--- config.mk ---
export PLATFORM = sky130hd
export DESIGN_NAME = rsfa_out
export DESIGN_NICKNAME = d
export VERILOG_FILES = /design/src/rtl/rsfa_pkg.sv /design/src/rtl/rsfa_out.sv
export SDC_FILE = /design/constraint.sdc
export NUM_CORES = 1
export LEC_CHECK = 0
export ABC_AREA = 1
export BUFFER_PORTS_ARGS = -buffer_cell sky130_fd_sc_hd__buf_4
export CORE_MARGIN = 2
export CORE_UTILIZATION = 51
export CTS_CLUSTER_DIAMETER = 30
export DETAILED_ROUTE_END_ITERATION = 12
export PLACE_DENSITY = 0.85
export SLEW_MARGIN = 20
export SYNTH_ARGS = -nofsm -noshare
export SYNTH_HDL_FRONTEND = slang
export SYNTH_SLANG_ARGS = --single-unit
--- constraint.sdc ---
create_clock -name i_clk -period 9.7 [get_ports i_clk]
set_clock_uncertainty 0.1 [all_clocks]
set_input_delay 1.94 -clock i_clk [delete_from_list [all_inputs] [get_ports i_clk]]
set_output_delay 1.94 -clock i_clk [all_outputs]
set_load 0.005 [all_outputs]
--- src/rtl/rsfa_pkg.sv ---
package rsfa_pkg;

    // Opcodes of an input word
    typedef enum logic [1:0] {
        OP_APPEND = 2'd0,
        OP_READ   = 2'd1,
        OP_CLEAR  = 2'd2
    } t_opcode;

    // Result status codes
    typedef enum logic [2:0] {
        ST_APPENDED   = 3'd0,
        ST_DROPPED    = 3'd1,
        ST_READ_OK    = 3'd2,
        ST_NOT_READY  = 3'd3,
        ST_BAD_OFFSET = 3'd4,
        ST_CLEARED    = 3'd5
    } t_status;

    // Configuration register indexes
    typedef enum logic [1:0] {
        CFG_EXPECTED_LENGTH     = 2'd0,
        CFG_MAX_ROUNDS          = 2'd1,
        CFG_ROUNDS_NEEDED       = 2'd2,
        CFG_BYTES_BEFORE_MARKER = 2'd3
    } t_cfg_idx;

    localparam int LEN_W    = 13;
    localparam int ROUND_W  = 4;
    localparam int BBM_W    = 12;
    localparam int OFFSET_W = 12;
    localparam int CFG_W    = 13;
    localparam int PROD_W   = LEN_W + ROUND_W;
    localparam int GPS_N    = 5;

    localparam logic [LEN_W-1:0]   RST_EXPECTED_LENGTH = 13'd64;
    localparam logic [ROUND_W-1:0] RST_MAX_ROUNDS      = 4'd3;
    localparam logic [ROUND_W-1:0] RST_ROUNDS_NEEDED   = 4'd2;

    localparam logic [7:0] MARK_TYPE  = 8'h35; // '5'
    localparam logic [7:0] MARK_VALUE = 8'h23; // '#'

    localparam logic [3:0] MARKER_SAT  = 4'd15;
    localparam logic [3:0] MIN_MARKERS = 4'd3;

    // GPS type characters in latch order: G, Y, N, D, H
    localparam logic [7:0] GPS_TYPES [GPS_N] = '{8'h47, 8'h59, 8'h4E, 8'h44, 8'h48};

    typedef struct packed {
        t_status            status;
        logic [7:0]         data_byte;
        logic [GPS_N-1:0][7:0] gps;
        logic [GPS_N-1:0]   gps_mask;
    } t_result;

endpackage

--- src/rtl/rsfa_out.sv ---
module rsfa_out
    import rsfa_pkg::*;
(
    input  logic       i_clk,
    input  logic       i_rst_n,
    input  logic       i_acc,
    input  t_result    i_res,
    input  logic       i_rd_ok,
    input  logic [7:0] i_rdata,
    input  logic       i_take,
    output logic       o_in_ready,
    output logic       o_valid,
    output t_result    o_res
);
    logic    r_s1_valid;
    logic    r_s1_rd;
    t_result r_s1_res;
    t_result s1_out;
    logic    r_o_valid;
    t_result r_o_res;
    logic    s1_adv;

    // Stage 1 moves on when the output register is free or being emptied
    assign s1_adv     = r_s1_valid && (!r_o_valid || i_take);
    assign o_in_ready = !r_s1_valid || s1_adv;

    // Stage 1 waits for the store read
    always_ff @(posedge i_clk) begin
        if (!i_rst_n) begin
            r_s1_valid <= 1'b0;
        end else if (o_in_ready) begin
            r_s1_valid <= i_acc;
        end
    end

    always_ff @(posedge i_clk) begin
        if (i_acc) begin
            r_s1_res <= i_res;
            r_s1_rd  <= i_rd_ok;
        end
    end

    // Merge the store byte into the stage 1 word
    always_comb begin
        s1_out           = r_s1_res;
        s1_out.data_byte = r_s1_rd ? i_rdata : 8'd0;
    end

    // Output register, hold while the receiver stalls
    always_ff @(posedge i_clk) begin
        if (!i_rst_n) begin
            r_o_valid <= 1'b0;
        end else if (s1_adv) begin
            r_o_valid <= 1'b1;
        end else if (i_take) begin
            r_o_valid <= 1'b0;
        end
    end

    always_ff @(posedge i_clk) begin
        if (s1_adv) begin
            r_o_res <= s1_out;
        end
    end

    assign o_valid = r_o_valid;
    assign o_res   = r_o_res;
endmodule

Yosys cells after proc, flatten, opt, wreduce, memory -nomap -nowiden
Cells that the tools add are included.
W data, S select, Z words.
{"block": "totals", "regBits": 107, "inputBits": 69, "out_inout_bits": 58, "word_cells": 26}
{"block": "op_classes", "n_mux": 2, "reduce_logical": 6}
{"op": "$logic_not A1 Y1", "n": 2}
{"op": "$logic_or A1 B1 Y1", "n": 2}
{"op": "$mux W1", "n": 2}
{"op": "$reduce_bool A2 Y1", "n": 1}
{"op": "$logic_and A1 B1 Y1", "n": 1}

Longest topological paths before layout
Gate-level depths: netlist of run 1.
{"block": "logic_depth", "depth_word": 4, "ltp_mapped": 3, "mapped_depth_nobuf": 3}

Worst setup path after synthesis of run 1
No wires, ideal clock.
{"block": "synth_timing", "path_type": "input-to-reg", "startpoint": "input i_take", "endpoint": "register r_o_res, in the netlist o_res[0] (enable)", "setup_time_ns": 0.488, "arrival_ns": 4.711, "t_required_ns": 9.112, "setup_slack_ns": 4.401, "path_stages": 2, "n_path_buf": 0, "path_cell_list": "inv_1 a21oi_1"}
{"block": "synth_between", "elab_chain_len": 2}
{"item": "start, declared", "line_no": "rsfa_out.sv:10", "rtl": "input logic i_take,"}
{"item": "$logic_or A1 B1 Y1", "line_no": "rsfa_out.sv:24", "rtl": "assign s1_adv = r_s1_valid && (!r_o_valid || i_take);"}
{"item": "$logic_and A1 B1 Y1", "line_no": "rsfa_out.sv:24"}
{"item": "named net s1_adv", "line_no": "rsfa_out.sv:21", "rtl": "logic s1_adv;"}
{"item": "end signal, assigned", "line_no": "rsfa_out.sv:62", "rtl": "r_o_res <= s1_out;"}
{"item": "end, declared", "line_no": "rsfa_out.sv:20", "rtl": "t_result r_o_res;"}
The timed path passes the listed nets, and every way through them passes these cells.
A chain may end at the register's enable or synchronous reset.

Worst setup path after layout of run 1
{"block": "layout_timing", "startpoint": "input i_take", "endpoint": "output o_in_ready"}
{"block": "layout_between", "elab_chain_len": 3}
{"item": "$logic_or A1 B1 Y1", "line_no": "rsfa_out.sv:24"}
{"item": "$logic_and A1 B1 Y1", "line_no": "rsfa_out.sv:24"}
{"item": "$logic_or A1 B1 Y1", "line_no": "rsfa_out.sv:25", "rtl": "assign o_in_ready = !r_s1_valid || s1_adv;"}
{"item": "end, declared", "line_no": "rsfa_out.sv:11", "rtl": "output logic o_in_ready,"}
Every way passes these cells.

==> results.md, run 1 <==
Layout:
- The fraction of layout instances using a drive strength above 1 is 0.502.
- The total area of sequential cells is 3190 µm².
- Relative to the synthesized area, the layout overhead comes to 36.1%.
- Counting the fill cells in the layout gives 411.
- The area of the multi-input gates is 65.1 µm².
- The final net count is 331.
- The repair_antennas step left the layout with diodes totalling 0.

Timing:
- The tightest hold path in the finished design has a slack of 0.322 ns.
- Derived from the worst setup path, the maximum achievable clock frequency is 224 MHz.
- The number of setup violations in the final report is 0.
- Setup repair after global routing left no endpoint under its margin.
- The count of final hold-check violations is 0.
- In the post-route analysis, the smallest setup slack over all paths is 5.23 ns.
- The remaining max-slew budget at the tightest pin is 0.531.
- Counting I/O delays and the setup requirement, the final critical path takes 4.47 ns.
- The count of final max-slew check failures came to 0.
- The slew of the pin with the lowest slew margin is 0.704 ns.
- Of the available clock period, the critical path in the final layout requires 0.461.
- Summed over all failing endpoints, the final setup total negative slack is 0 ns.

Setup path:
- The critical path is of the in2out type.
- The depth of the worst register-to-register path is 3.
- The kind of start point of the critical path is an input pin.
- In this run the register-to-register setup slack is 8.10 ns.
- The maximum fanout count along the critical path is 3.
- The critical path data required time is 7.66 ns.
- STA puts the critical path data arrival time at 2.43 ns.
- The worst setup path is captured at an output port.
- The destination of the worst register-to-register timing path is o_res[53].
- The worst register-to-register path begins at r_s1_valid.

CTS:
- TritonCTS built the clock tree.
- TritonCTS created 9 clock buffers.
- The longest clock path from root to sink contains 2 buffers.
- The H-tree level count is 3.
- Buffers inserted to repair hold after CTS numbered 0.
- The number of buffers inserted by post-CTS setup repair is 0.
- After clock tree synthesis, the clock-pin slew on the worst setup and hold paths is 0.10 ns.
- The count of cells resized by post-cts repair is 0.
- The clock latency at the later pin of the worst-skew pair is 0.35 ns.
- The TritonCTS sink count is 107.
- The master cell of the clock root buffer is sky130_fd_sc_hd__clkbuf_8.

Placement:
- The half-perimeter wire length of the detailed placement result is 3.78 mm.
- At the end of routability-driven placement, the weighted congestion stood at 0.783.
- The count of buffers inserted at the top-level ports is 118.
- Timing analysis after detailed placement gives a worst setup slack of 5.24 ns.

Min path:
- The instance count along the most critical hold path is 0.
- The tightest min-delay check is of the reg2reg type.
- The endpoint of the worst hold path is o_res[32].
- The worst hold path begins at r_s1_res[32].

Synthesis:
- After synthesis the netlist holds a flip-flop and latch count of 107.
- The share of the Yosys chip area taken by registers is 0.969.
- Ranked by total cell area, the synthesized netlist is headed by sky130_fd_sc_hd__edfxtp_1 (96%), sky130_fd_sc_hd__inv_1 (1.4%), sky130_fd_sc_hd__dfxtp_1 (1.2%).
- The synthesized design spends more area on one cell type than any other, namely sky130_fd_sc_hd__edfxtp_1.
- The number of enable-type register cells in the synthesized netlist is 105.
- Yosys printed 0 warnings.
- For this run, the leading register cell type out of synthesis is sky130_fd_sc_hd__edfxtp_1.
- The dominant cell by count in the synthesized netlist is sky130_fd_sc_hd__edfxtp_1.
- The cell area after synthesis is 3300 µm².
- The area share of the largest cell type after synthesis is 0.956.
- After technology mapping, the gate count stands at 133.
- The count of distinct cell types in the synthesized netlist is 7.
- Synthesis produced a netlist with a net count of 202.
- In this run the mean area of a mapped cell was 24.8 µm².
- By count the netlist is led by sky130_fd_sc_hd__edfxtp_1 (105), sky130_fd_sc_hd__inv_1 (12), sky130_fd_sc_hd__nand2_1 (9), sky130_fd_sc_hd__a21oi_1 (3), sky130_fd_sc_hd__dfxtp_1 (2).
- Counting flops with an async set or reset pin after synthesis yields a share of 0.

Routing:
- After detailed routing, the number of vias per cell comes to 4.72.
- For this run, the detailed router's first-pass iteration total came to 4.
- In this run the remaining antenna-violating nets after routing total 0.
- For this block, the initial DRC count from the detailed router was 77.
- The final routed wirelength across all metal layers is 5.49 mm.
- After detailed routing, the average wire length per cell comes to 16.0 µm.
- Summing over every cut layer, the via total after detailed routing is 1622.
- After detailed routing, the number of remaining DRC violations is 0.

Global routing:
- The largest net degree at the start of global routing is 57.
- The first-pass GRT wire length is 8.25 mm.
- The via count of the first global-routing pass is 1734.
- The leftover overflow at the end of global routing is 0.
- The overall routing resource usage is 0.158.
- The initial antenna violation count was 0.

Pwr:
- Dividing total power by cell area gives a power density of 192 nW/µm².
- The analysis attributes to cell leakage a power of 1.79 nW.
- The worst-case IR drop observed on VDD is 0.137 mV.

Die:
- The horizontal die dimension is 84.4 µm.
- The number of placement rows is 29.
- The height of the chip is 84.4 µm.
- The floorplan step defined a die boundary enclosing 7120 µm².
- The number of placed I/O pins is 127.
- In this run the standard cell core region covers 6310 µm².
- The effective utilization at floorplan is 0.522.

Run:
- Max-cap violations in this run came to 0.

Status:
- The flow ran to the end, and the final reports show no timing, DRC or antenna violations.
## area by class of cell
type,instances,area share
Timing Repair Buffer,119,0.199
Inverter,12,0.0100
Clock inverter,5,0.0139
Sequential cell,107,0.712
Multi-Input combinational cell,13,0.0145
Tap cell,77,0.0215
Clock buffer,11,0.0293
## through the flow
step                instances  utilization  total power [mW]  instance area [µm²]
detailed placement        328        0.680             0.614                 4290
global placement          328        0.680             0.609                 4290
finish                    344        0.711             0.863                 4490
floorplan                 133            -             0.568                 3300
global route              344        0.711             0.894                 4490
CTS                       344        0.711             0.872                 4490
## registers in the layout, summed over array words and instances, names as in the netlist
name / flops
o_res: 56
r_s1_res: 48
r_s1_rd: 1
o_valid: 1
r_s1_valid: 1
## worst max-delay path by stage
stage | startpoint | endpoint | cells past startpoint
floorplan | i_take | o_res[0] | 2
global placement | i_take | o_in_ready | 4
detailed placement | i_take | o_in_ready | 4
CTS | i_take | o_in_ready | 4
global route | i_take | o_in_ready | 4
finish | i_take | o_in_ready | 4
## layer usage
metal / part of all wire / track usage / up-vias / wire [µm]
met3: 0.11 / 0.0698 / 12 / 631
met2: 0.50 / 0.267 / 92 / 2770
met4: 0.023 / 0.0779 / 0 / 125
met1: 0.36 / 0.169 / 760 / 1960
li1: - / - / 758 / -
met5: 0 / 0 / - / 0
## worst max-delay path, stage by stage
cell and delay [ns]:
sky130_fd_sc_hd__buf_4 0.10, sky130_fd_sc_hd__inv_1 0.11, sky130_fd_sc_hd__nand3_1 0.12, sky130_fd_sc_hd__buf_4 0.16
## logic make-up after synthesis
group | after synthesis | share of synthesized area
buffers and inverters | 13 | 0.0152
AOI/OAI and AO/OA | 3 | 0.00455
and+or+nand+nor | 10 | 0.0118
DFF | 107 | 0.969
## placed cells by master, fill, tap and decap left out
cell type	n
sky130_fd_sc_hd__a21oi_1	2
sky130_fd_sc_hd__a21oi_4	1
sky130_fd_sc_hd__buf_4	119
sky130_fd_sc_hd__bufinv_16	1
sky130_fd_sc_hd__clkbuf_1	2
sky130_fd_sc_hd__clkbuf_8	9
sky130_fd_sc_hd__clkinv_4	1
sky130_fd_sc_hd__clkinvlp_4	2
sky130_fd_sc_hd__dfxtp_1	2
sky130_fd_sc_hd__edfxtp_1	105
sky130_fd_sc_hd__inv_1	12
sky130_fd_sc_hd__inv_6	1
sky130_fd_sc_hd__nand2_1	9
sky130_fd_sc_hd__nand3_1	1
## report_power, final
part / total [mW] / internal, mW / switching, mW
Clock: 0.261 / 0.121 / 0.140
Combinational: 0.0507 / 0.0298 / 0.0209
Sequential: 0.551 / 0.543 / 0.00846
Note: power is estimated with default switching activity, not from simulation.
==> run 2, diff against run 1 <==
--- a/config.mk
+++ b/config.mk
@@ -8,10 +8,10 @@
 export ABC_AREA = 1
 export BUFFER_PORTS_ARGS = -buffer_cell sky130_fd_sc_hd__buf_4
 export CORE_MARGIN = 2
-export CORE_UTILIZATION = 51
+export CORE_UTILIZATION = 43
 export CTS_CLUSTER_DIAMETER = 30
 export DETAILED_ROUTE_END_ITERATION = 12
-export PLACE_DENSITY = 0.85
+export PLACE_DENSITY = 0.77
 export SLEW_MARGIN = 20
 export SYNTH_ARGS = -nofsm -noshare
 export SYNTH_HDL_FRONTEND = slang
==> constraint.sdc (replaced) <==
create_clock -name i_clk -period 3.66 [get_ports i_clk]
set_clock_uncertainty 0.1 [all_clocks]
set_input_delay 0.732 -clock i_clk [delete_from_list [all_inputs] [get_ports i_clk]]
set_output_delay 0.732 -clock i_clk [all_outputs]
set_load 0.005 [all_outputs]
==> run 2 against run 1 <==
  * Hold slack improved by 0.0034 ns
  * Design area is 0.39% higher
  * Via count shrank 0.12%
  * Clock power increased by 150%
  * Sequential power grew to 2.6 times the previous value
  * Sequential share of layout area decreased by 0.28 points
==> results.md, run 2 (synthesis results as in run 1) <==
Layout:
- The top cell types in the final layout, fill and taps aside, are sky130_fd_sc_hd__buf_4 (120), sky130_fd_sc_hd__edfxtp_1 (105), sky130_fd_sc_hd__inv_1 (12).
- The flip-flop count of the largest register after layout is 56.
- The net count of the finished layout is 332.
- The leading cell type in the layout, fill and taps excluded is sky130_fd_sc_hd__buf_4.
- Relative to the synthesized area, the layout overhead comes to 36.6%.
- The fraction of layout instances using a drive strength above 1 is 0.504.
- The number of antenna diodes in the final layout is 0.
- The layout has 533 filler cells.

Timing:
- Setup repair after global routing left no endpoint under its margin.
- The count of final max-slew check failures is 0.
- The count of final hold-check violations is 0.
- Setup violations remaining at the end of the flow were counted as 0.
- Measured against its own limit, the worst slew margin works out to 0.580.
- In the finished design, the share of the clock period the worst path needs comes to 0.559.
- Setup total negative slack on the finished layout was measured at 0 ns.
- At the pin with the least slew margin, the transition time is 0.630 ns.
- The timing-limited maximum frequency is 489 MHz.
- Subtracting the final worst setup slack from the clock period gives 2.04 ns.

CTS:
- In this run the clock root is driven by a sky130_fd_sc_hd__clkbuf_8.
- The clock latency at the later pin of the worst-skew pair is 0.35 ns.
- Counting every sink on the clock net gives 107.
- The clock slew seen by the registers of the worst setup and hold paths is 0.10 ns.
- After clock tree synthesis, the setup repair step added 0 buffers.
- The number of buffers inserted by hold repair at cts is 0.
- The count of cells resized by post-cts repair is 0.
- The largest buffer count on any clock path is 2.
- Clock tree synthesis inserted a total of 9 buffers.
- TritonCTS built the clock tree.
- The H-tree level count is 3.

Die:
- For this design the top-level I/O count stands at 127.
- The core area is 7330 µm².
- The height of the chip is 91.6 µm.
- The number of placement rows is 31.
- In this run the horizontal extent of the chip is 91.6 µm.
- For this configuration, the core starts out at a cell density of 0.450.
- The area of the die is 8380 µm².

Routing:
- The post-detailed-route DRC marker count is 0.
- The detailed-route wire length on metal 1 is 2.31 mm.
- The detail route stage leaves a number of antenna-violating nets equal to 0.
- Detailed routing placed a total of 2.54 mm of wire on met2.
- After detailed routing, no signal wire sits above met4.
- The detail-routed via count per cell is 4.41.
- The number of iterations in the first detailed-routing pass is 4.
- The final routed wire length divided by cell count is 14.9 µm.
- The final routed wirelength across all metal layers is 5.47 mm.
- The count of routing violations after the opening detailed-route iteration is 72.
- In the detailed route, the total length drawn on met3 is 522 µm.
- The detailed router placed 1620 vias in this run.

Setup path:
- The most numerous cell type found on the critical path is sky130_fd_sc_hd__buf_4.
- The maximum fanout count along the critical path is 3.
- The delay of the slowest cell on the worst path is 0.15 ns.
- The critical path data required time is 2.83 ns.
- The critical path is of the in2out type.
- The slowest stage of the critical path belongs to the cell sky130_fd_sc_hd__buf_4.
- The worst setup path is launched from an input pin.
- The worst setup path is captured at an output port.
- The worst endpoint data arrival time is 1.21 ns.
- The destination of the worst register-to-register timing path is o_res[48].
- Traced cell by cell, the critical path runs through buf_4 > inv_1 > nand3_1 > buf_4.
- The internal reg-to-reg setup slack is 2.29 ns.
- In this run the critical register-to-register path is launched from r_s1_valid.
- The depth of the worst register-to-register path is 3.

Min path:
- The start point of the worst min-delay path is r_s1_res[43].
- The path class of the tightest hold or removal check is reg2reg.
- The endpoint of the worst hold path is o_res[43].
- The worst hold path was traced through 0 stages.

Global routing:
- The leftover overflow at the end of global routing is 0.
- The initial antenna violation count came to 0.
- Across every metal layer, demand over resource in global routing totals 0.138.
- The first global-routing pass estimated 8.36 mm of wire.
- Entering global routing, the biggest net connects 51 pins.
- The via count of the first global-routing pass was 1614.

Pwr:
- Dividing total power by cell area gives a power density of 496 nW/µm².
- The total power is 2.24 mW.
- VDD sags by at most 0.226 mV.
- The reported leakage power is 1.79 nW.

Placement:
- The final weighted congestion in routability-driven placement is 0.743.
- Port buffering added 118 buffers.
- The half-perimeter wire length of the detailed placement result is 3.70 mm.

Run:
- Max-cap violations in this run came to 0.

Status:
- The run finished with clean final reports.
## run 2: cell types whose count changed in the layout (fill, tap and decap cells not counted), sizes merged
| cell | before | now |
|---|---|---|
| clkinvlp | 2 | 1 |
| clkbuf | 11 | 10 |
| inv | 13 | 14 |
| bufinv | 1 | 0 |
| clkinv | 1 | 3 |
| buf | 119 | 120 |
## run 2: worst max path at each step
stage | from | to | slack, ns | cells after the start
6_report | i_take | o_in_ready | 1.62 | 4
3_3_place_gp | i_take | o_in_ready | 1.63 | 4
2_1_floorplan | i_take | o_res[0] | 0.70 | 2
4_1_cts | i_take | o_in_ready | 1.61 | 4
5_1_grt | i_take | o_in_ready | 1.56 | 4
3_5_place_dp | i_take | o_in_ready | 1.61 | 4
## run 2: routing by layer
metal	up-vias	track usage
li1	764	-
met1	755	0.171
met2	93	0.214
met3	8	0.0515
met4	0	0.0682
met5	-	0
## run 2: stage by stage
step / cell area, µm² / instances / hold WS [ns] / setup slack, ns / util
floorplan: 3300 / 133 / 0.300 / 0.704 / -
global placement: 4330 / 351 / 0.300 / 1.63 / 0.590
detailed placement: 4330 / 351 / 0.305 / 1.61 / 0.590
CTS: 4500 / 367 / 0.329 / 1.61 / 0.614
global route: 4500 / 367 / 0.333 / 1.56 / 0.614
finish: 4500 / 367 / 0.325 / 1.62 / 0.614
## run 2: worst max-delay path: cells and delay by family
family	cells	cell delay, ns
buf+inv	3	0.38
simple gates	1	0.11
## run 2: final cells by class
class,instances,area (µm²),share of cell area
clock buffer,10,128,0.0283
clock inverter,6,48.8,0.0108
inverter,12,45.0,0.0100
multi-input combinational,13,65.1,0.0144
sequential,107,3190,0.709
tap,99,124,0.0275
timing repair buffer,120,901,0.200
## run 2: where the power goes
group | internal (mW) | leakage [nW] | switching (mW)
logic | 0.0799 | 0.684 | 0.0556
clock network | 0.255 | 0.0864 | 0.385
registers | 1.44 | 1.02 | 0.0218
