<file path="src/rtl/rsfa_pkg.sv">
package rsfa_pkg;

    // Opcodes of an input word
    typedef enum logic [1:0] {
        OP_APPEND = 2'd0,
        OP_READ   = 2'd1,
        OP_CLEAR  = 2'd2
    } t_opcode;

    // Result status codes
    typedef enum logic [2:0] {
        ST_APPENDED   = 3'd0,
        ST_DROPPED    = 3'd1,
        ST_READ_OK    = 3'd2,
        ST_NOT_READY  = 3'd3,
        ST_BAD_OFFSET = 3'd4,
        ST_CLEARED    = 3'd5
    } t_status;

    // Configuration register indexes
    typedef enum logic [1:0] {
        CFG_EXPECTED_LENGTH     = 2'd0,
        CFG_MAX_ROUNDS          = 2'd1,
        CFG_ROUNDS_NEEDED       = 2'd2,
        CFG_BYTES_BEFORE_MARKER = 2'd3
    } t_cfg_idx;

    localparam int LEN_W    = 13;
    localparam int ROUND_W  = 4;
    localparam int BBM_W    = 12;
    localparam int OFFSET_W = 12;
    localparam int CFG_W    = 13;
    localparam int PROD_W   = LEN_W + ROUND_W;
    localparam int GPS_N    = 5;

    localparam logic [LEN_W-1:0]   RST_EXPECTED_LENGTH = 13'd64;
    localparam logic [ROUND_W-1:0] RST_MAX_ROUNDS      = 4'd3;
    localparam logic [ROUND_W-1:0] RST_ROUNDS_NEEDED   = 4'd2;

    localparam logic [7:0] MARK_TYPE  = 8'h35; // '5'
    localparam logic [7:0] MARK_VALUE = 8'h23; // '#'

    localparam logic [3:0] MARKER_SAT  = 4'd15;
    localparam logic [3:0] MIN_MARKERS = 4'd3;

    // GPS type characters in latch order: G, Y, N, D, H
    localparam logic [7:0] GPS_TYPES [GPS_N] = '{8'h47, 8'h59, 8'h4E, 8'h44, 8'h48};

    typedef struct packed {
        t_status            status;
        logic [7:0]         data_byte;
        logic [GPS_N-1:0][7:0] gps;
        logic [GPS_N-1:0]   gps_mask;
    } t_result;

endpackage

</file>
<file path="src/rtl/rsfa_track.sv">
module rsfa_track
    import rsfa_pkg::*;
#(
    parameter int BUFFER_DEPTH = 16384
) (
    input  logic                            i_clk,
    input  logic                            i_rst_n,
    input  logic                            i_cfg_we,
    input  logic [1:0]                      i_cfg_idx,
    input  logic [CFG_W-1:0]                i_cfg_wdata,
    input  logic                            i_acc,
    input  logic [1:0]                      i_opcode,
    input  logic [7:0]                      i_data_type,
    input  logic [7:0]                      i_data_value,
    input  logic [OFFSET_W-1:0]             i_read_offset,
    output logic                            o_ram_we,
    output logic [$clog2(BUFFER_DEPTH)-1:0] o_ram_waddr,
    output logic [7:0]                      o_ram_wdata,
    output logic                            o_ram_re,
    output logic [$clog2(BUFFER_DEPTH)-1:0] o_ram_raddr,
    output t_result                         o_res,
    output logic                            o_rd_ok
);
    localparam int AW = $clog2(BUFFER_DEPTH);
    localparam int CW = $clog2(BUFFER_DEPTH + 1);
    localparam int PW = (CW > PROD_W) ? CW : PROD_W;
    localparam int IW = ((AW > BBM_W) ? AW : BBM_W) + 1;

    // Configuration registers
    logic [LEN_W-1:0]   r_exp_len;
    logic [ROUND_W-1:0] r_max_rounds;
    logic [ROUND_W-1:0] r_rounds_needed;
    logic [BBM_W-1:0]   r_bbm;

    // Buffer bookkeeping
    logic [CW-1:0] r_byte_count, n_byte_count;
    logic [3:0]    r_marker_count, n_marker_count;
    logic [AW-1:0] r_last_pos, n_last_pos;
    logic          r_aligned, n_aligned;
    logic [AW-1:0] r_aligned_start, n_aligned_start;
    logic [7:0]    r_gps [GPS_N];
    logic [7:0]    n_gps [GPS_N];
    logic [GPS_N-1:0] r_gps_mask, n_gps_mask;

    logic [PW-1:0] keep_limit;
    logic [PW-1:0] ready_limit;
    logic [PW-1:0] count_ext;
    logic [PW-1:0] gap;
    logic [IW-1:0] rd_idx;
    logic          drop;
    logic          is_marker;
    t_status       status;

    always_ff @(posedge i_clk) begin
        if (!i_rst_n) begin
            r_exp_len       <= RST_EXPECTED_LENGTH;
            r_max_rounds    <= RST_MAX_ROUNDS;
            r_rounds_needed <= RST_ROUNDS_NEEDED;
            r_bbm           <= '0;
        end else if (i_cfg_we) begin
            unique case (t_cfg_idx'(i_cfg_idx))
                CFG_EXPECTED_LENGTH:     r_exp_len       <= i_cfg_wdata;
                CFG_MAX_ROUNDS:          r_max_rounds    <= i_cfg_wdata[ROUND_W-1:0];
                CFG_ROUNDS_NEEDED:       r_rounds_needed <= i_cfg_wdata[ROUND_W-1:0];
                CFG_BYTES_BEFORE_MARKER: r_bbm           <= i_cfg_wdata[BBM_W-1:0];
                default: ;
            endcase
        end
    end

    // Limits from the current configuration
    assign keep_limit  = PW'(PROD_W'(r_exp_len) * PROD_W'(r_max_rounds));
    assign ready_limit = PW'(PROD_W'(r_exp_len) * PROD_W'(r_rounds_needed));
    assign count_ext   = PW'(r_byte_count);
    assign gap         = PW'(r_byte_count - CW'(r_last_pos));
    assign rd_idx      = IW'(r_aligned_start) + IW'(i_read_offset);
    assign drop        = (count_ext > keep_limit) || (r_byte_count == CW'(BUFFER_DEPTH));
    assign is_marker   = (i_data_type == MARK_TYPE) && (i_data_value == MARK_VALUE);

    // Decode the word and work out the next bookkeeping state
    always_comb begin
        n_byte_count    = r_byte_count;
        n_marker_count  = r_marker_count;
        n_last_pos      = r_last_pos;
        n_aligned       = r_aligned;
        n_aligned_start = r_aligned_start;
        n_gps           = r_gps;
        n_gps_mask      = r_gps_mask;
        o_ram_we        = 1'b0;
        o_ram_re        = 1'b0;
        o_rd_ok         = 1'b0;
        status          = ST_DROPPED;

        case (t_opcode'(i_opcode))
            OP_APPEND: begin
                if (!drop) begin
                    status   = ST_APPENDED;
                    o_ram_we = i_acc;
                    if (is_marker) begin
                        if ((r_marker_count != 4'd0) && !r_aligned
                            && (IW'(r_last_pos) >= IW'(r_bbm))
                            && (gap == PW'(r_exp_len))) begin
                            n_aligned       = 1'b1;
                            n_aligned_start = r_last_pos;
                        end
                        n_last_pos = r_byte_count[AW-1:0];
                        if (r_marker_count != MARKER_SAT) begin
                            n_marker_count = r_marker_count + 4'd1;
                        end
                    end
                    n_byte_count = r_byte_count + CW'(1);
                    for (int k = 0; k < GPS_N; k++) begin
                        if ((i_data_type == GPS_TYPES[k]) && !r_gps_mask[k]) begin
                            n_gps[k]      = i_data_value;
                            n_gps_mask[k] = 1'b1;
                        end
                    end
                end
            end
            OP_READ: begin
                if (!(count_ext > ready_limit) || (r_marker_count < r_rounds_needed)
                    || (r_marker_count < MIN_MARKERS) || !r_aligned) begin
                    status = ST_NOT_READY;
                end else if ((LEN_W'(i_read_offset) >= r_exp_len)
                             || (rd_idx >= IW'(r_byte_count))) begin
                    status = ST_BAD_OFFSET;
                end else begin
                    status   = ST_READ_OK;
                    o_rd_ok  = 1'b1;
                    o_ram_re = i_acc;
                end
            end
            OP_CLEAR: begin
                status          = ST_CLEARED;
                n_byte_count    = '0;
                n_marker_count  = '0;
                n_last_pos      = '0;
                n_aligned       = 1'b0;
                n_aligned_start = '0;
            end
            default: status = ST_DROPPED;
        endcase
    end

    // Commit on an accepted word
    always_ff @(posedge i_clk) begin
        if (!i_rst_n) begin
            r_byte_count    <= '0;
            r_marker_count  <= '0;
            r_last_pos      <= '0;
            r_aligned       <= 1'b0;
            r_aligned_start <= '0;
            r_gps           <= '{default: '0};
            r_gps_mask      <= '0;
        end else if (i_acc) begin
            r_byte_count    <= n_byte_count;
            r_marker_count  <= n_marker_count;
            r_last_pos      <= n_last_pos;
            r_aligned       <= n_aligned;
            r_aligned_start <= n_aligned_start;
            r_gps           <= n_gps;
            r_gps_mask      <= n_gps_mask;
        end
    end

    assign o_ram_waddr = r_byte_count[AW-1:0];
    assign o_ram_wdata = i_data_value;
    assign o_ram_raddr = rd_idx[AW-1:0];

    // Result fields, GPS values as they stand after this word
    always_comb begin
        o_res.status    = status;
        o_res.data_byte = '0;
        for (int k = 0; k < GPS_N; k++) begin
            o_res.gps[k] = n_gps[k];
        end
        o_res.gps_mask = n_gps_mask;
    end
endmodule

</file>
<file path="config.mk">
export PLATFORM = sky130hd
export DESIGN_NAME = rsfa_track
export DESIGN_NICKNAME = d
export VERILOG_FILES = /design/src/rtl/rsfa_pkg.sv /design/src/rtl/rsfa_track.sv
export SDC_FILE = /design/constraint.sdc
export NUM_CORES = 1
export LEC_CHECK = 0
export BUFFER_PORTS_ARGS = -buffer_cell sky130_fd_sc_hd__buf_2
export CAP_MARGIN = 20
export CELL_PAD_IN_SITES_DETAIL_PLACEMENT = 1
export CELL_PAD_IN_SITES_GLOBAL_PLACEMENT = 1
export CORE_MARGIN = 3
export CORE_UTILIZATION = 32
export CTS_BUF_LIST = sky130_fd_sc_hd__clkbuf_2
export CTS_CLUSTER_SIZE = 20
export DETAILED_ROUTE_END_ITERATION = 10
export PLACE_DENSITY_LB_ADDON = 0.08
export SETUP_SLACK_MARGIN = 0.5
export SLEW_MARGIN = 5
export SYNTH_ARGS = -nofsm -noshare
export SYNTH_HDL_FRONTEND = slang
export SYNTH_SLANG_ARGS = --single-unit
export TNS_END_PERCENT = 100
</file>
<file path="constraint.sdc">
create_clock -name i_clk -period 16 [get_ports i_clk]
set_input_delay 3.2 -clock i_clk [delete_from_list [all_inputs] [get_ports i_clk]]
set_output_delay 3.2 -clock i_clk [all_outputs]
set_load 0.05 [all_outputs]
</file>
# [Word level (Yosys, flattened, before mapping)]
# Index checks and enable logic that the tools add are counted.
[totals] regBits=126 inputBits=49 out_inout_bits=95
[op_classes] n_addsub=4 multipliers=2 order_cmp=7 eq_ne=19 n_mux=43 reduce_logical=33
[ops] cell="$mux 40" count=2
[ops] cell="$mux 14" count=5
[ops] cell="$pmux 14 s2" count=2
[ops] cell="$eq 8x7->1 const B" count=5
[ops] cell="$mux 8" count=5
[ops] cell="$gt 15x17->1" count=2
[ops] cell="$mul 13x4->17" count=2
[ops] cell="$pmux 15 s2" count=1
[ops] cell="$eq 17x13->1" count=1
[ops] cell="$mux 1" count=17
[ops] cell="$eq 8x6->1 const B" count=2
[ops] cell="$sub 15x14->16" count=1
[ops] cell="$add 14x12->15" count=1
[ops] cell="$add 15x1->15 const B" count=1
[ops] cell="$eq 15x15->1 const B" count=1
[ops] cell="$ge 15x15->1" count=1
[ops] cell="$mux 15" count=1
[ops] cell="$ge 14x12->1" count=1
[ops] cell="$ge 12x13->1" count=1
[ops] cell="$mux 4" count=3
[ops] cell="$mux 5" count=2
[ops] cell="$reduce_and 5->1" count=2
[ops] cell="$logic_and 1x1->1" count=9
[ops] cell="$pmux 3 s3" count=1
[ops] cell="18 further kinds" count=39

# [Longest topological paths before layout]
# Gate-level depths: netlist of run 1.
[depth] depth_word=8 ltp_mapped=26 ltp_nobuf=23

# [Worst setup path before layout of run 1]
# Ideal clock, no wire load.
[synth_timing] path_type="input to output" start="in i_read_offset[0]" end="out o_ram_re" arrival_time_ps=7953 path_slack_ps=4847 stages=17 n_path_buf=0 path_cell_list="ha_1 fa_1 a21o_1 a21oi_1 o21bai_1 a21oi_1 nor2b_1 o2111ai_1 nand3_1 o41ai_1 xnor2_1 ha_1 a21o_1 a21o_1 a211oi_1 o2111ai_1 nor3_1"
[synth_between] elab_chain_cells=6
[synth_lines] element="start: declaration" line_no="rsfa_track.sv:15" text="input logic [OFFSET_W-1:0] i_read_offset,"
[synth_lines] element="$add 14x12->15" line_no="rsfa_track.sv:76" text="assign rd_idx = IW'(r_aligned_start) + IW'(i_read_offset);"
[synth_lines] element="named net o_ram_raddr[12]" line_no="rsfa_track.sv:20" text="output logic [$clog2(BUFFER_DEPTH)-1:0] o_ram_raddr,"
[synth_lines] element="$ge 15x15->1" line_no="rsfa_track.sv:125" text="|| (rd_idx >= IW'(r_byte_count))) begin"
[synth_lines] element="$logic_or 1x1->1" line_no="rsfa_track.sv:125"
[synth_lines] element="$mux 1" line_no="rsfa_track.sv:124" text="end else if ((LEN_W'(i_read_offset) >= r_exp_len)"
[synth_lines] element="$mux 1" line_no="rsfa_track.sv:121" text="if (!(count_ext > ready_limit) || (r_marker_count < r_rounds_needed)"
[synth_lines] element="$mux 1" line_no="rsfa_track.sv:94" text="case (t_opcode'(i_opcode))"
[synth_lines] element="end: declaration" line_no="rsfa_track.sv:19" text="output logic o_ram_re,"
# The timed path passes the listed nets, and every way through them passes these cells.

==> results.yml, run 1 <==
power:
  vdd_drop_max_mv: 0.03707
  powerDensity_nw_per_um2: 51.29
  leakage_nw: 6.364
clock_network:
  cts_setup_buffers: 0
  h-tree-depth: 4
  cts.path.max_buffers: 2
  cts_resized: 0
  cts_tree: "built"
  cts_root_buf: "clkbuf_2"
  clock_sinks: 126
  clk_pin_slew_worst_paths_ps: 200
  ctsHoldBuffers: 0
  insertion_delay_ps: 720
  cts_buffers: 17
timing:
  fin_crit_ps: 10670
  grt_setup_unrepaired: "false"
  max_slew.worst_pin.slew_ps: 1140
  maxSlewViolCount: 0
  finalHoldViolCount: 0
  slew_headroom_pct: 23.56
  worst_clock_skew_ps: 33.76
  max_freq_ghz: 0.09372
  fin_tns_setup_ps: 0
  whs_ps: 469.1
  fin_crit_sh_pct: 66.69
  setup-violations-final: 0
floorplan:
  io_pins: 144
  fp.dieH_um: 201.4
  core_area_um2: 37140
  dieArea_um2: 40560
  dieWidth_um: 201.4
  start_util_pct: 32.90
  rows: 70
place:
  portBuffers: 135
  gp_congestion: 0.9243
  dp_hpwl_um: 34790
logic_synthesis:
  avgSynthCellArea_um2: 8.194
  synth_mux_area_share_pct: 8.275
  synth_edf_count: 0
  synth_seq_area_share_pct: 20.65
  postSynthCellCount: 1491
  async_flop_share_pct: 0
  synth_top_family_by_area: "adder cells"
  synthSimpleGateAreaFrac_pct: 20.54
  synth_flop_cell: "dfxtp_1"
  synthTopCellsByArea: "dfxtp_1 21%, ha_1 15%, fa_1 7.5%, nand2_1 6.1%, mux2i_1 4.6%"
  ys_warn_count: 0
  synth_fa_ha_area_share_pct: 22.29
  synthXorXnorAreaFrac_pct: 4.220
  netlist.area_leader.share_pct: 20.65
  synth_area_leader_cell: "dfxtp_1"
  ys_seq_elements: 126
  syn_area_um2: 12220
  synth_compound_area_share_pct: 15.85
  synth_cell_types: 90
critical_path:
  path_buf_inv: 2
  cp_cell_sequence: "nand2_1 > fa_1 > inv_1 > fa_1 > fa_1 > a211oi_1 > o21bai_1 > a21oi_1 > nor2b_1 > o21ai_0 > nor2b_1 > xor2_1 > ha_1 > a21oi_1 > nor2b_1 > o21ai_0 > a21oi_1 > a211oi_2 > or3_4 > o2111ai_4 > nor3_2 > mux2_2 > buf_2"
  crit_path_max_fanout: 14
  slowest_delay_ps: 740
  cp_slowest_cell: "nor3_2"
  start_kind: "flip-flop"
  reg2reg_from: "r_max_rounds[3]"
  startpoint: "r_max_rounds[3]"
  cp.required_ps: 12800
  cp_data_arrival_time_ps: 7470
  path_delay_family: "adder cells"
  setup.worst_path.class: "reg2out"
  crit_path_end_kind: "output pin"
job:
  max_cap_violations: 0
detailed_routing:
  postRouteAntennaNets: 0
  wl_per_cell_um: 20.95
  vias_per_cell: 5.192
  wl_met3_um: 1243
  routed-wl-met2_um: 20250
  detail_route.first_pass.iterations: 4
  drc: 0
  drt_iter0_drc: 554
  m1WireLength_um: 22270
  wirelength_um: 44240
  maxUsedRoutingLayer: "met4"
  dr_total_vias: 10960
grt:
  grt_pass1_vias: 11160
  grt_max_degree: 59
  grt_usage_pct: 21.33
  antenna_found_initial: 1
  grt_pass1_wl_um: 67920
  overflow: 0
hold_path:
  hold_start: "r_bbm[3]"
  hp-class: "reg2reg"
outcome:
  status: "finished clean"
finish:
  fin_nets: 1834
  layout-drive-gt1-share_pct: 16.87
  area_growth_syn_to_layout_pct: 10.85
  fillers: 4593
-- cell usage after synthesis, types with 16 or more instances --
cell,count
nand2_1,200
buf_4,31
mux2_2,40
dfxtp_1,126
and2_1,38
xnor2_1,45
nor2_1,101
a21oi_1,90
o21a_1,16
clkbuf_1,34
nor2b_1,18
nand3_1,48
ha_1,144
nand4_1,16
inv_1,145
a21o_1,33
mux2i_1,56
o21ai_0,38
fa_1,46
-- worst reg2reg max path: stages (launching register included) --
cell and delay, ps:
dfxtp_1 700, nand2_1 160, fa_1 570, inv_1 60, fa_1 530, fa_1 500, a211oi_1 330, o21bai_1 130
a21oi_1 220, nor2b_1 70, o21ai_0 120, nor2b_1 160, xor2_1 210, ha_1 280, a21oi_1 150, nor2b_1 50
o21ai_0 140, a21oi_1 90, a211oi_2 430, or3_4 270, o21ai_4 170, nor3_2 970, mux2i_1 280
-- report_power, final --
part	total (W)	internal, W	switching (W)
Sequential	0.000327	0.000318	0.00000915
Clock	0.000231	0.000101	0.000130
Combinational	0.000137	0.0000445	0.0000922
-- worst paths after layout --
check	depth (start not counted)	slack, ps	to
setup / recovery	23	5330	o_res[24]
hold / removal	2	470	r_bbm[3]
setup reg to reg	22	9340	r_gps[29]
hold reg to reg	2	470	r_bbm[3]
-- cell families after synthesis --
group	Yosys count
compound gates	280
other cells	1
fa+ha+maj	190
mux	96
flops	126
simple gates	513
buf+inv	227
xor+xnor	58
-- sequential cells by signal, summed over array words and instances (netlist names) --
| signal | count |
|---|---|
| r_gps | 40 |
| r_byte_count | 15 |
| r_aligned_start | 14 |
| r_last_pos | 14 |
| r_exp_len | 13 |
| r_bbm | 12 |
| r_gps_mask | 5 |
| r_marker_count | 4 |
| r_max_rounds | 4 |
| r_rounds_needed | 4 |
| r_aligned | 1 |
-- through the flow --
stage | instance area (um2) | setup WS (ps) | instances | power (W) | utilization, %
after floorplan | 12240 | 4847 | 1498 | 0.0004263 | -
after global placement | 13270 | 5573 | 2079 | 0.0004688 | 35.74
after detailed placement | 13270 | 5415 | 2079 | 0.0004704 | 35.74
after CTS | 13530 | 5127 | 2109 | 0.0007011 | 36.44
after global routing | 13540 | 4737 | 2111 | 0.0007295 | 36.47
final | 13540 | 5330 | 2111 | 0.0006945 | 36.47
-- placed cells by master, fill, tap and decap left out, drive strengths merged, types with 16 or more instances in the layout --
cell    instances
a21o           34
a21oi          91
and2           39
buf           158
clkbuf         18
dfxtp         126
fa             46
ha            144
inv           148
mux2           40
mux2i          56
nand2         200
nand3          49
nand4          16
nor2          102
nor2b          18
nor3           18
o21a           16
o21ai          44
xnor2          45
-- cell type report --
cell class | count | area [um2] | share of cell area (%)
Timing Repair Buffer | 158 | 848.3 | 6.264
Clock buffer | 18 | 90.09 | 0.6653
Antenna cell | 1 | 2.502 | 0.01848
Sequential cell | 126 | 2522 | 18.63
Multi-Input combinational cell | 1145 | 8726 | 64.44
Inverter | 147 | 551.8 | 4.075
Clock inverter | 12 | 170.2 | 1.257
Tap cell | 504 | 630.6 | 4.657
-- routing by layer --
metal	vias to the layer above	global-route usage, %
met5	-	0
li1	5332	-
met4	0	3.090
met3	22	2.411
met1	5432	30.61
met2	174	35.30
Note: power is estimated with default switching activity, not from simulation.
==> run 2: changes to the inputs <==
==> constraint.sdc (replaced) <==
create_clock -name i_clk -period 9.42 [get_ports i_clk]
set_input_delay 1.884 -clock i_clk [delete_from_list [all_inputs] [get_ports i_clk]]
set_output_delay 1.884 -clock i_clk [all_outputs]
set_load 0.05 [all_outputs]
==> results.yml, run 2 (same netlist as run 1, synthesis figures left out) <==
timing:
  max_slew.worst_pin.slew_ps: 1083
  fin_crit_sh_pct: 89.74
  worst_clock_skew_ps: 28.68
  grt_setup_unrepaired: "false"
  fin_crit_ps: 8454
  slew_headroom_pct: 27.38
  fin_tns_setup_ps: 0
  finalHoldViolCount: 0
  max_freq_ghz: 0.1183
  setup-violations-final: 0
  maxSlewViolCount: 0
finish:
  largest_register_ffs: 40
  final-instance-count-excl-fill: 2121
  layout-drive-gt1-share_pct: 18.76
  fillers: 4527
  regMostFlops: "r_gps"
  area_growth_syn_to_layout_pct: 12.33
  final_cell_mix: "200 x nand2_1, 144 x ha_1, 143 x inv_1, 134 x buf_2, 115 x dfxtp_1"
  top_regs: "r_gps x40, r_byte_count x15"
  final_common_cell: "nand2_1"
  fin_nets: 1841
place:
  dp_hpwl_um: 34820
  portBuffers: 135
  gp_congestion: 0.8840
  place_inst: 2078
detailed_routing:
  detail_route.first_pass.iterations: 6
  drc: 0
  drt_iter0_drc: 637
  wl_per_cell_um: 20.89
  vias_per_cell: 5.187
  postRouteAntennaNets: 0
  dr_total_vias: 11000
  wirelength_um: 44310
grt:
  grt_pass1_wl_um: 67650
  grt_max_degree: 59
  overflow: 0
  grt_usage_pct: 21.44
  grt_pass1_vias: 11200
  antenna_found_initial: 1
power:
  vdd_drop_max_mv: 0.05344
  powerDensity_nw_per_um2: 84.92
  leakage_nw: 6.407
floorplan:
  start_util_pct: 32.90
  rows: 70
  fp.dieH_um: 201.4
  dieArea_um2: 40560
  io_pins: 144
  dieWidth_um: 201.4
  core_area_um2: 37140
critical_path:
  crit_path_end_kind: "output pin"
  crit_path_max_fanout: 10
  cp_data_arrival_time_ps: 6570
  setup.worst_path.class: "reg2out"
  start_kind: "flip-flop"
  cp.required_ps: 7540
hold_path:
  hp-class: "reg2reg"
job:
  max_cap_violations: 0
clock_network:
  cts_root_buf: "clkbuf_2"
  cts_buffers: 17
  clock_sinks: 126
  clk_pin_slew_worst_paths_ps: 230
  cts_tree: "built"
  cts.path.max_buffers: 2
  insertion_delay_ps: 720
  h-tree-depth: 4
outcome:
  status: "finished clean"
run 2: cell types whose count changed in the layout (fill, tap and decap cells not counted), moves of 3 or more:
cell        previous run  this run
buf_4                 23        26
inv_6                  1         4
buf_12                 0         4
clkinv_1               3         0
dfxtp_4                0         5
clkinvlp_4             1         4
dfxtp_1              126       115
dfxtp_2                0         6
run 2: path summary, 6_finish.rpt:
kind / startpoint / to / slack, ps / cells past startpoint
setup / recovery: r_max_rounds[3] / o_res[35] / 970 / 26
hold / removal: r_bbm[3] / r_bbm[3] / 480 / 2
setup reg to reg: r_max_rounds[3] / r_aligned_start[8] / 3290 / 25
hold reg to reg: r_bbm[3] / r_bbm[3] / 480 / 2
run 2: per-layer routing:
layer,global-route usage [%],vias to the layer above,wire length (um)
li1,-,5344,-
met1,30.20,5397,21500
met2,34.75,219,20140
met3,2.524,41,1515
met4,5.881,0,1152
met5,0,-,0
run 2: critical path, cell delays in order (launching register included):
cell,delay (ps)
dfxtp_4,460
nand2_1,100
fa_1,540
inv_1,60
fa_1,530
fa_1,500
a211oi_2,240
o21bai_1,120
a21oi_2,190
nor2b_1,70
o21ai_0,120
nor2b_1,170
xor2_1,180
ha_1,270
a21oi_1,160
nor2b_1,50
o21ai_0,150
a21oi_1,100
a211oi_2,200
buf_4,190
or3_4,160
o21ai_4,100
buf_12,170
nor4b_4,320
buf_12,170
mux2_2,330
buf_2,210
run 2: power breakdown:
part | internal (W) | switching [W] | total (W)
clock network | 0.000128 | 0.000247 | 0.000375
registers | 0.000540 | 0.0000141 | 0.000554
logic | 0.0000770 | 0.000159 | 0.000236
run 2: metrics by stage:
step / hold WS (ps) / util [%] / cell area, um2 / setup WS [ps] / power [W]
after global placement: 446.5 / 35.72 / 13260 / 1091 / 0.0007968
after CTS: 479.4 / 36.70 / 13630 / 512.2 / 0.001180
final: 477.9 / 36.95 / 13720 / 966.2 / 0.001165
after detailed placement: 453.4 / 35.72 / 13260 / 957.1 / 0.0007997
after floorplan: 432.2 / - / 12240 / 899.4 / 0.0007240
after global routing: 499.3 / 36.95 / 13720 / 453.2 / 0.001228
run 2: repair_timing:
item                       4_1_cts  5_1_grt
hold buffers                     0        0
pin swaps                        5        3
setup buffers                    5        4
gates resized for setup          9       23
setup endpoints to repair       44       48
run 2: final cells by class:
type                            instances  area, um2  share of cell area [%]
Clock buffer                           18      90.09                  0.6565
Multi-Input combinational cell       1145       8778                   63.97
Inverter                              147      559.3                   4.075
Tap cell                              504      630.6                   4.595
Timing Repair Buffer                  165      953.4                   6.947
Clock inverter                         14      157.7                   1.149
Antenna cell                            2      5.005                 0.03647
Sequential cell                       126       2549                   18.57
==> run 3: changes to the inputs <==
--- a/config.mk
+++ b/config.mk
@@ -20,4 +20,3 @@
 export SYNTH_ARGS = -nofsm -noshare
 export SYNTH_HDL_FRONTEND = slang
 export SYNTH_SLANG_ARGS = --single-unit
-export TNS_END_PERCENT = 100
==> constraint.sdc (replaced) <==
create_clock -name i_clk -period 7.8 [get_ports i_clk]
set_input_delay 1.56 -clock i_clk [delete_from_list [all_inputs] [get_ports i_clk]]
set_output_delay 1.56 -clock i_clk [all_outputs]
set_load 0.05 [all_outputs]
==> results.yml, run 3 (same netlist as run 1, synthesis figures left out) <==
floorplan:
  core_area_um2: 37140
  start_util_pct: 32.90
  dieWidth_um: 201.4
  dieArea_um2: 40560
  fp.dieH_um: 201.4
  rows: 70
  io_pins: 144
power:
  leakage_nw: 6.924
  powerDensity_nw_per_um2: 92.59
  power_frac_clock_pct: 29.4
  p_comb_share_pct: 23.5
  switching_share_pct: 38.17
  pwr-share-seq_pct: 47.1
  p_switching_w: 0.0005384
  p_int_w: 0.0008723
  total_power_w: 0.001411
  vdd_drop_max_mv: 0.05984
clock_network:
  insertion_delay_ps: 730
  h-tree-depth: 4
  cts_buffers: 17
  clock_sinks: 126
  cts_tree: "built"
  cts_root_buf: "clkbuf_2"
  ctsHoldBuffers: 0
  clk_pin_slew_worst_paths_ps: 220
  cts.path.max_buffers: 2
job:
  max_cap_violations: 0
detailed_routing:
  dr_total_vias: 11280
  drt_iter0_drc: 532
  drc: 0
  vias_per_cell: 5.148
  wirelength_um: 45680
  wl_per_cell_um: 20.86
  postRouteAntennaNets: 0
  detail_route.first_pass.iterations: 4
hold_path:
  hold_start: "r_bbm[1]"
  hp-class: "reg2reg"
finish:
  final_common_cell: "nand2_1"
  regMostFlops: "r_gps"
  layout-drive-gt1-share_pct: 27.48
  largest_register_ffs: 40
  area_growth_syn_to_layout_pct: 24.71
  multiInputGateArea_um2: 9348
  final_cell_mix: "196 x nand2_1, 129 x ha_1, 126 x inv_1, 110 x dfxtp_1, 96 x nor2_1"
  fillers: 4475
  top_regs: "r_gps x40, r_byte_count x15"
  seq_area_um2: 2580
  fin_area_um2: 15240
  fin_nets: 1911
critical_path:
  start_kind: "flip-flop"
  startpoint: "r_max_rounds[3]"
  cp.required_ps: 6240
  path_buf_inv: 6
  setup.worst_path.class: "reg2out"
  path_delay_family: "adder cells"
  reg2reg_from: "r_max_rounds[3]"
  crit_path_max_fanout: 8
  crit_path_end_kind: "output pin"
  slowest_delay_ps: 540
  cp_slowest_cell: "fa_1"
  crit_top_cell: "buf_6"
  cp_data_arrival_time_ps: 6200
grt:
  grt_usage_pct: 22.20
  top_usage_layer: "met2"
  grt_use_met2_pct: 36.97
  grt_pass1_vias: 11830
  grt_pass1_wl_um: 70690
  antenna_found_initial: 1
  overflow: 0
  grt_max_degree: 49
  met1_usage_pct: 31.23
  use_met3_pct: 3.317
timing:
  maxSlewViolCount: 0
  fin_crit_sh_pct: 99.51
  worst_clock_skew_ps: 52.49
  setup-violations-final: 0
  max_slew.worst_pin.slew_ps: 1084
  finalHoldViolCount: 0
  fin_crit_ps: 7762
  grt_setup_unrepaired: "true"
  max_freq_ghz: 0.1288
  slew_headroom_pct: 27.31
outcome:
  status: "finished clean"
place:
  gp_congestion: 0.8921
  portBuffers: 135
  place_area_um2: 13400
  dp_hpwl_um: 36050
## run 3: changes by cell type in the layout (fill, tap and decap cells not counted), sizes merged
cell and change:
buf +70, inv +7, clkbuf -2, bufinv -2, clkinv -4, bufbuf +1, diode -1
## run 3: stage by stage
step | setup TNS [ps] | worst slack (ps) | utilization, % | hold slack, ps | instances
6_report | 0 | 37.91 | 41.03 | 473.2 | 2190
2_1_floorplan | 0 | 303.9 | - | 432.2 | 1498
3_5_place_dp | 0 | 124.0 | 36.08 | 452.0 | 2095
4_1_cts | 0 | 47.88 | 40.02 | 477.1 | 2177
3_3_place_gp | 0 | 89.29 | 36.08 | 442.9 | 2095
5_1_grt | -12070 | -304.1 | 41.03 | 499.7 | 2190
## run 3: path summary, 6_finish.rpt
kind                            cells past startpoint         to  slack [ps]
worst min register to register                      2   r_bbm[1]         470
worst max-delay path                               25  o_res[37]          40
worst min-delay path                                2   r_bbm[1]         470
worst max register to register                     29  r_gps[19]        1590
## run 3: what timing repair did
| item | CTS | global route |
|---|---|---|
| cloned | 1 | 0 |
| setup endpoints to repair | 51 | 51 |
| buffers inserted | 49 | 12 |
| pin swaps | 71 | 52 |
| gates resized for setup | 256 | 61 |
## run 3: worst register-to-register path, delay by kind of cell, from the launching register on
family	cells	cell delay [ps]
simple gates	6	1210
fa+ha+maj	4	1700
mux	1	260
buf+inv	8	960
xor+xnor	1	160
compound gates	9	1410
flops	1	460
## run 3: layout make-up
class                      instances  area share, %
multi-input combinational       1145          61.35
tap                              504          4.139
clock buffer                      17         0.5584
inverter                         147          3.778
antenna                            1        0.01642
timing repair buffer             235          12.32
sequential                       126          16.93
clock inverter                    15         0.9033
## run 3: routing by layer
metal | vias to the layer above | routed length, um
met3 | 15 | 1675
met1 | 5626 | 22240
met4 | 0 | 352
met5 | - | 0
met2 | 166 | 21410
li1 | 5468 | -
## run 3: power groups by stage
stage	sequential (W)	clock (W)	combinational, W
global route	0.000667	0.000465	0.000365
floorplan	0.000670	0	0.000204
CTS	0.000665	0.000434	0.000322
detailed placement	0.000679	0	0.000289
global placement	0.000679	0	0.000286
finish	0.000665	0.000415	0.000332
